==> src/rtl/sphs_pkg.sv <==
// Package of types and constants for the space packet header stripper.
`default_nettype none
package sphs_pkg;

    localparam int HEADER_BYTES = 6;

    localparam int POS_W = 17;
    localparam int CNT_W = 16;
    localparam int LEN_W = 16;

    localparam logic [1:0] ST_OK        = 2'd0;
    localparam logic [1:0] ST_NO_STRIP  = 2'd1;
    localparam logic [1:0] ST_TRUNCATED = 2'd2;
    localparam logic [1:0] ST_OVER_CAP  = 2'd3;

    localparam logic [LEN_W-1:0] MAX_OUT_LEN_RESET = 16'd1024;

    typedef struct packed {
        logic             keep;
        logic             summ;
        logic [7:0]       data;
        logic [LEN_W-1:0] olen;
        logic [1:0]       status;
    } res_t;

endpackage
`default_nettype wire

==> src/rtl/space_packet_header_stripper_unit.sv <==
// The first result of an item is offered in the cycle after the item is accepted.
// Throughput: one byte per cycle while the receiver is ready; a buffer's final byte that is
// kept also yields a summary, so the single result register holds the next byte back.
// Reset: synchronous, active low; clears the per-buffer state and the pending flags of the
// result register, and sets the output capacity to 1024 bytes.
`default_nettype none
module space_packet_header_stripper_unit (
    input  wire logic        aclk,
    input  wire logic        aresetn,
    input  wire logic        cfg_we,
    input  wire logic [15:0] cfg_wdata,   // max_out_len
    input  wire logic        s_tvalid,
    output logic             s_tready,
    input  wire logic [7:0]  s_tdata,     // data_byte
    input  wire logic        s_tlast,     // buffer_end
    output logic             m_tvalid,
    input  wire logic        m_tready,
    output logic [31:0]      m_tdata,     // out_byte, out_length, status, zero fill
    output logic             m_tuser,     // is_summary
    output logic             m_tlast      // last
);
    import sphs_pkg::*;

    logic [LEN_W-1:0] max_out_len_reg;
    logic             accept;
    res_t             res;
    logic [7:0]       out_byte;
    logic [LEN_W-1:0] out_length;
    logic [1:0]       status;

    assign accept = s_tvalid && s_tready;

    always_ff @(posedge aclk) begin
        if (!aresetn) begin
            max_out_len_reg <= MAX_OUT_LEN_RESET;
        end else if (cfg_we) begin
            max_out_len_reg <= cfg_wdata;
        end
    end

    sphs_core u_core (
        .aclk        (aclk),
        .aresetn     (aresetn),
        .accept      (accept),
        .data_byte   (s_tdata),
        .buffer_end  (s_tlast),
        .max_out_len (max_out_len_reg),
        .res         (res)
    );

    sphs_out u_out (
        .aclk       (aclk),
        .aresetn    (aresetn),
        .load       (accept),
        .res        (res),
        .can_accept (s_tready),
        .m_valid    (m_tvalid),
        .m_ready    (m_tready),
        .m_byte     (out_byte),
        .m_summ     (m_tuser),
        .m_olen     (out_length),
        .m_status   (status),
        .m_last     (m_tlast)
    );

    assign m_tdata = {6'd0, status, out_length, out_byte};

endmodule
`default_nettype wire

==> src/rtl/sphs_core.sv <==
// Per-buffer packet tracking state and the result of one accepted item.
`default_nettype none
module sphs_core (
    input  wire logic                     aclk,
    input  wire logic                     aresetn,
    input  wire logic                     accept,
    input  wire logic [7:0]               data_byte,
    input  wire logic                     buffer_end,
    input  wire logic [sphs_pkg::LEN_W-1:0] max_out_len,
    output sphs_pkg::res_t                res
);
    import sphs_pkg::*;

    logic [POS_W-1:0] pos_reg, pos_next;
    logic [POS_W-1:0] total_reg, total_next;
    logic [7:0]       len_high_reg, len_high_next;
    logic             first_reg, first_next;
    logic [CNT_W-1:0] in_cnt_reg, in_cnt_next;
    logic [CNT_W-1:0] strip_cnt_reg, strip_cnt_next;
    logic             keep;
    logic             wrap;
    logic [LEN_W-1:0] olen;
    logic [1:0]       status;

    always_comb begin
        len_high_next = (pos_reg == POS_W'(HEADER_BYTES - 2)) ? data_byte : len_high_reg;
        if (pos_reg == POS_W'(HEADER_BYTES - 1)) begin
            total_next = POS_W'({len_high_reg, data_byte}) + POS_W'(HEADER_BYTES + 1);
        end else begin
            total_next = total_reg;
        end
        keep = first_reg || (pos_reg >= POS_W'(HEADER_BYTES));
        in_cnt_next = (in_cnt_reg == '1) ? in_cnt_reg : in_cnt_reg + 1'b1;
        strip_cnt_next = (!keep && strip_cnt_reg != '1) ? strip_cnt_reg + 1'b1
                                                        : strip_cnt_reg;
        wrap = (pos_reg >= POS_W'(HEADER_BYTES - 1))
            && ((POS_W + 1)'(pos_reg) + 1'b1 >= (POS_W + 1)'(total_next));
        pos_next   = wrap ? '0 : pos_reg + 1'b1;
        first_next = wrap ? 1'b0 : first_reg;
        olen = (in_cnt_next >= strip_cnt_next) ? in_cnt_next - strip_cnt_next : '0;
        if (pos_next != '0) begin
            status = ST_TRUNCATED;
        end else if (olen > max_out_len) begin
            status = ST_OVER_CAP;
        end else if (strip_cnt_next == '0) begin
            status = ST_NO_STRIP;
        end else begin
            status = ST_OK;
        end
        res.keep   = keep;
        res.summ   = buffer_end;
        res.data   = data_byte;
        res.olen   = olen;
        res.status = status;
    end

    always_ff @(posedge aclk) begin
        if (!aresetn || (accept && buffer_end)) begin
            pos_reg       <= '0;
            total_reg     <= '0;
            len_high_reg  <= '0;
            first_reg     <= 1'b1;
            in_cnt_reg    <= '0;
            strip_cnt_reg <= '0;
        end else if (accept) begin
            pos_reg       <= pos_next;
            total_reg     <= total_next;
            len_high_reg  <= len_high_next;
            first_reg     <= first_next;
            in_cnt_reg    <= in_cnt_next;
            strip_cnt_reg <= strip_cnt_next;
        end
    end

endmodule
`default_nettype wire

==> src/rtl/sphs_out.sv <==
// Result register that holds a data result and a summary and sends them in turn.
`default_nettype none
module sphs_out (
    input  wire logic                     aclk,
    input  wire logic                     aresetn,
    input  wire logic                     load,
    input  wire sphs_pkg::res_t           res,
    output logic                          can_accept,
    output logic                          m_valid,
    input  wire logic                     m_ready,
    output logic [7:0]                    m_byte,
    output logic                          m_summ,
    output logic [sphs_pkg::LEN_W-1:0]    m_olen,
    output logic [1:0]                    m_status,
    output logic                          m_last
);
    import sphs_pkg::*;

    logic             data_pend_reg, data_pend_next;
    logic             summ_pend_reg, summ_pend_next;
    logic [7:0]       byte_reg;
    logic [LEN_W-1:0] olen_reg;
    logic [1:0]       status_reg;
    logic             fire;

    assign m_valid  = data_pend_reg || summ_pend_reg;
    assign fire     = m_valid && m_ready;
    assign m_byte   = data_pend_reg ? byte_reg : '0;
    assign m_summ   = !data_pend_reg;
    assign m_olen   = data_pend_reg ? '0 : olen_reg;
    assign m_status = data_pend_reg ? ST_OK : status_reg;
    assign m_last   = !data_pend_reg;

    assign can_accept = !m_valid || (fire && !(data_pend_reg && summ_pend_reg));

    always_comb begin
        data_pend_next = data_pend_reg;
        summ_pend_next = summ_pend_reg;
        if (fire) begin
            if (data_pend_reg) begin
                data_pend_next = 1'b0;
            end else begin
                summ_pend_next = 1'b0;
            end
        end
        if (load) begin
            data_pend_next = res.keep;
            summ_pend_next = res.summ;
        end
    end

    always_ff @(posedge aclk) begin
        if (!aresetn) begin
            data_pend_reg <= 1'b0;
            summ_pend_reg <= 1'b0;
        end else begin
            data_pend_reg <= data_pend_next;
            summ_pend_reg <= summ_pend_next;
        end
    end

    always_ff @(posedge aclk) begin
        if (load) begin
            byte_reg   <= res.data;
            olen_reg   <= res.olen;
            status_reg <= res.status;
        end
    end

endmodule
`default_nettype wire

==> config.mk <==
export PLATFORM = sky130hd
export DESIGN_NAME = space_packet_header_stripper_unit
export DESIGN_NICKNAME = d
export VERILOG_FILES = /design/src/rtl/sphs_pkg.sv /design/src/rtl/space_packet_header_stripper_unit.sv /design/src/rtl/sphs_core.sv /design/src/rtl/sphs_out.sv
export SDC_FILE = /design/constraint.sdc
export NUM_CORES = 1
export LEC_CHECK = 0
export ABC_CLOCK_PERIOD_IN_PS = 5900
export BUFFER_PORTS_ARGS = -buffer_cell sky130_fd_sc_hd__buf_2
export CAP_MARGIN = 25
export CORE_MARGIN = 2
export CORE_UTILIZATION = 48
export DETAILED_ROUTE_END_ITERATION = 10
export MAX_ROUTING_LAYER = met4
export PLACE_DENSITY = 0.66
export REMOVE_ABC_BUFFERS = 1
export SETUP_SLACK_MARGIN = 0.05
export SLEW_MARGIN = 0
export SYNTH_ARGS = -nofsm -noshare
export SYNTH_HDL_FRONTEND = slang
export SYNTH_HIERARCHICAL = 1
export SYNTH_SLANG_ARGS = --single-unit
==> constraint.sdc <==
create_clock -name aclk -period 5.9 [get_ports aclk]
set_clock_uncertainty 0.05 [all_clocks]
set_input_delay 1.18 -clock aclk [delete_from_list [all_inputs] [get_ports aclk]]
set_output_delay 1.18 -clock aclk [all_outputs]
set_load 0.01 [all_outputs]
==> run_results.csv <==
group,metric,value,unit
synth,yosysTopAreaCellShare,22.9,%
synth,synth-async-reset-ratio,0,%
job,maxCapViolations,0,
timing,timing.final.ws_setup,0.506,ns
timing,maxSlewViolCount,0,
power,p_per_area,241,nW/um^2
drt,via_per_inst,5.41,
clock_network,hold_buffers,0,
grt,grt_max_degree,73,
timing,period_minus_slack,5.39,ns
timing,hold_viol_final,0,
clock_network,path_clk_slew,0.06,ns
drt,firstDrtPassIters,7,
worst_setup_path,r2r-start,"u_core/pos_reg[12]",
finish,stdcell_count,1223,
worst_hold_path,hold_depth,2,
synth,avgSynthCellArea,8.45,sq um
placed_design,dp.final_hpwl,13400,microns
finish,diodes,0,
power,power,2.17,mW
worst_setup_path,start_kind,"register",
drt,wl_per_cell,15.2,microns
worst_hold_path,hold_path_class,"register to register",
finish,final_util,54.2,%
clock_network,cts_buffers,17,
synth,ys_warn_count,6,
timing,slew_headroom,32.9,%
finish,nets,1077,
die,rows,47,
grt,antenna_found_initial,0,
placed_design,globalplace.congestion,0.880,
clock_network,insertion_delay,0.41,ns
placed_design,detailedPlace.worstSlack,0.235,ns
clock_network,cts.sinks,119,
finish,area_growth,10.3,%
drt,drc,0,
grt,grt_pass1_vias,6027,
clock_network,cts_setup_buffers,0,
synth,yosysMostFrequentCell,"nor2_1",
worst_setup_path,r2r_slack,0.51,ns
timing,max_freq,185,MHz
worst_hold_path,hp-start,"u_core/total_reg[6]",
worst_setup_path,arrival,5.51,ns
placed_design,placed_area,8430,sq um
die,io_pins,66,
grt,grt_overflow,0,
drt,vias,6611,
die,die-area,18000,sq um
synth,synth_top_area_cell,"dfxtp_1",
die,initial_core_util,49.1,%
die,core,16600,sq um
timing,setup-violations-final,0,
worst_setup_path,path_class,"register to register",
worst_setup_path,setup.worst_path.end_class,"register",
drt,routed_wl,18600,microns
synth,ys_seq_area_share,32.4,%
synth,syn_inst,964,
worst_hold_path,min_to,"u_core/total_reg[6]",
timing,rsz0062_at_grt,"no",
worst_setup_path,worstPathRequired,6.02,ns
timing,post-route-period-util,91.4,%
finish,fill_cells,1597,
synth,synth_area,8150,sq um
grt,grt_usage,21.7,%
timing,setup_tns,0,ns
worst_setup_path,r2r-end,"u_out/status_reg[0]",
power,leakagePower,3.68,nW
power,ir_drop,200,uV
worst_setup_path,r2r_cells,22,
die,die_h,134,microns
finish,drive_gt1_share,12.7,%
timing,hold_slack,0.418,ns
placed_design,dp.cells,1191,
clock_network,cts_root_buf,"clkbuf_16",
synth,synth_cell_types,67,
timing,worst_slew_pin_slew,0.994,ns
drt,first_iter_violations,481,
clock_network,cts_tree,"built",
synth,synth_edf_count,26,
grt,grt_pass1_wl,30300,microns
synth,synthFlopType,"dfxtp_1",
drt,ant_nets,0,
finish,stdcell_area,8990,sq um
worst_setup_path,critical_path.max_fanout,9,
synth,yosys_register_bits,119,
placed_design,numPortBuffers,59,
die,die_width,134,microns
clock_network,cts-htree-levels,4,
status,status,"completed",
synth,synth_common_cells,"nor2_1 (97), dfxtp_1 (93), nand2_1 (88), a21oi_1 (61), ha_1 (56)",
synth,synthTopCellsByArea,"dfxtp_1 (23%), edfxtp_1 (9.6%), ha_1 (8.6%), xor2_1 (5.4%), nor2_1 (4.5%)",
clock_network,clock_path_buffers,2,
area by class of cell:
cell class / instances / area, sq um / share of cell area, %
Multi-Input combinational cell: 748 / 5020 / 55.8
Sequential cell: 119 / 2640 / 29.4
Clock buffer: 20 / 447 / 4.97
Timing Repair Buffer: 68 / 363 / 4.04
Tap cell: 220 / 275 / 3.06
Inverter: 36 / 138 / 1.53
Clock inverter: 12 / 104 / 1.16
critical path: stages (launching register included):
cell	delay (ns)
dfxtp_1	0.36
nor4_2	0.36
nand4_2	0.27
nor2_4	0.29
inv_4	0.09
nor3_4	0.36
nand2_1	0.12
xor2_1	0.17
ha_1	0.34
nand4_1	0.13
nor2_1	0.17
o21a_1	0.13
a21oi_1	0.09
o21ai_1	0.23
a21oi_1	0.08
o21a_2	0.27
buf_4	0.18
nor2_1	0.16
ha_1	0.27
a2111oi_1	0.42
o21ai_0	0.22
o21a_1	0.22
o21a_1	0.17
worst max-delay path by stage:
stage / slack, ns / endpoint / depth (start not counted) / start
after global routing: 0.11 / u_out/status_reg[0] / 24 / u_core/pos_reg[0]
after CTS: 0.20 / u_out/status_reg[0] / 24 / u_core/pos_reg[0]
after floorplan: 0.33 / u_out/status_reg[0] / 26 / u_core/pos_reg[0]
final: 0.51 / u_out/status_reg[0] / 22 / u_core/pos_reg[12]
after global placement: 0.45 / u_out/status_reg[0] / 26 / u_core/pos_reg[0]
after detailed placement: 0.24 / u_out/status_reg[0] / 23 / u_core/strip_cnt_reg[0]
cell usage in the layout (no fill, tap or decap), types with 4 or more instances in the layout:
master | netlist | routed
a211o_1 | 4 | 4
a211oi_1 | 7 | 7
a21o_1 | 10 | 10
a21oi_1 | 61 | 59
a31oi_1 | 12 | 12
and2_1 | 17 | 16
and3_1 | 21 | 21
and4_1 | 5 | 5
buf_2 | 8 | 59
buf_4 | 28 | 9
clkbuf_16 | 0 | 17
clkinvlp_4 | 0 | 4
conb_1 | 1 | 6
dfxtp_1 | 93 | 92
edfxtp_1 | 26 | 26
ha_1 | 56 | 56
inv_1 | 34 | 34
mux2i_1 | 36 | 36
nand2_1 | 88 | 87
nand2b_1 | 11 | 11
nand3_1 | 48 | 48
nand3b_1 | 4 | 4
nand4_1 | 18 | 18
nor2_1 | 97 | 97
nor2b_1 | 40 | 40
nor3_1 | 13 | 13
nor4_1 | 11 | 11
o21a_1 | 19 | 18
o21ai_0 | 21 | 20
or3_1 | 6 | 6
xnor2_1 | 38 | 38
xor2_1 | 50 | 50
where the power goes:
group          switching (mW)  total (mW)  internal, mW
combinational           0.188       0.320         0.131
clock                   0.373       0.959         0.587
sequential             0.0172       0.889         0.872
timing repair:
item | in CTS | in global routing
endpoints found under the hold margin | 0 | 0
gates resized for setup | 0 | 6
setup endpoints to repair | 0 | 2
cell families (layout without fill, tap and decap cells):
| group | after synthesis | in the layout | share of synthesized area [%] |
|---|---|---|---|
| DFF | 119 | 119 | 32.4 |
| AOI/OAI and AO/OA | 154 | 154 | 11.8 |
| adders and majority gates | 57 | 57 | 8.85 |
| xor gates and xnor gates | 88 | 88 | 9.46 |
| and+or+nand+nor | 405 | 405 | 26.3 |
| muxes | 38 | 38 | 4.70 |
| buffers and inverters | 102 | 136 | 6.43 |
| other | 1 | 6 | 0.0460 |
routing by layer:
metal  GRT usage (%)  wire (microns)  vias to the layer above
li1                -               -                     3394
met1            30.7            9320                     3032
met2            31.8            8160                      169
met3            4.23             937                       16
met4            5.50             200                        0
met5               -               0                        -
Power figures use the tool's default switching activity.
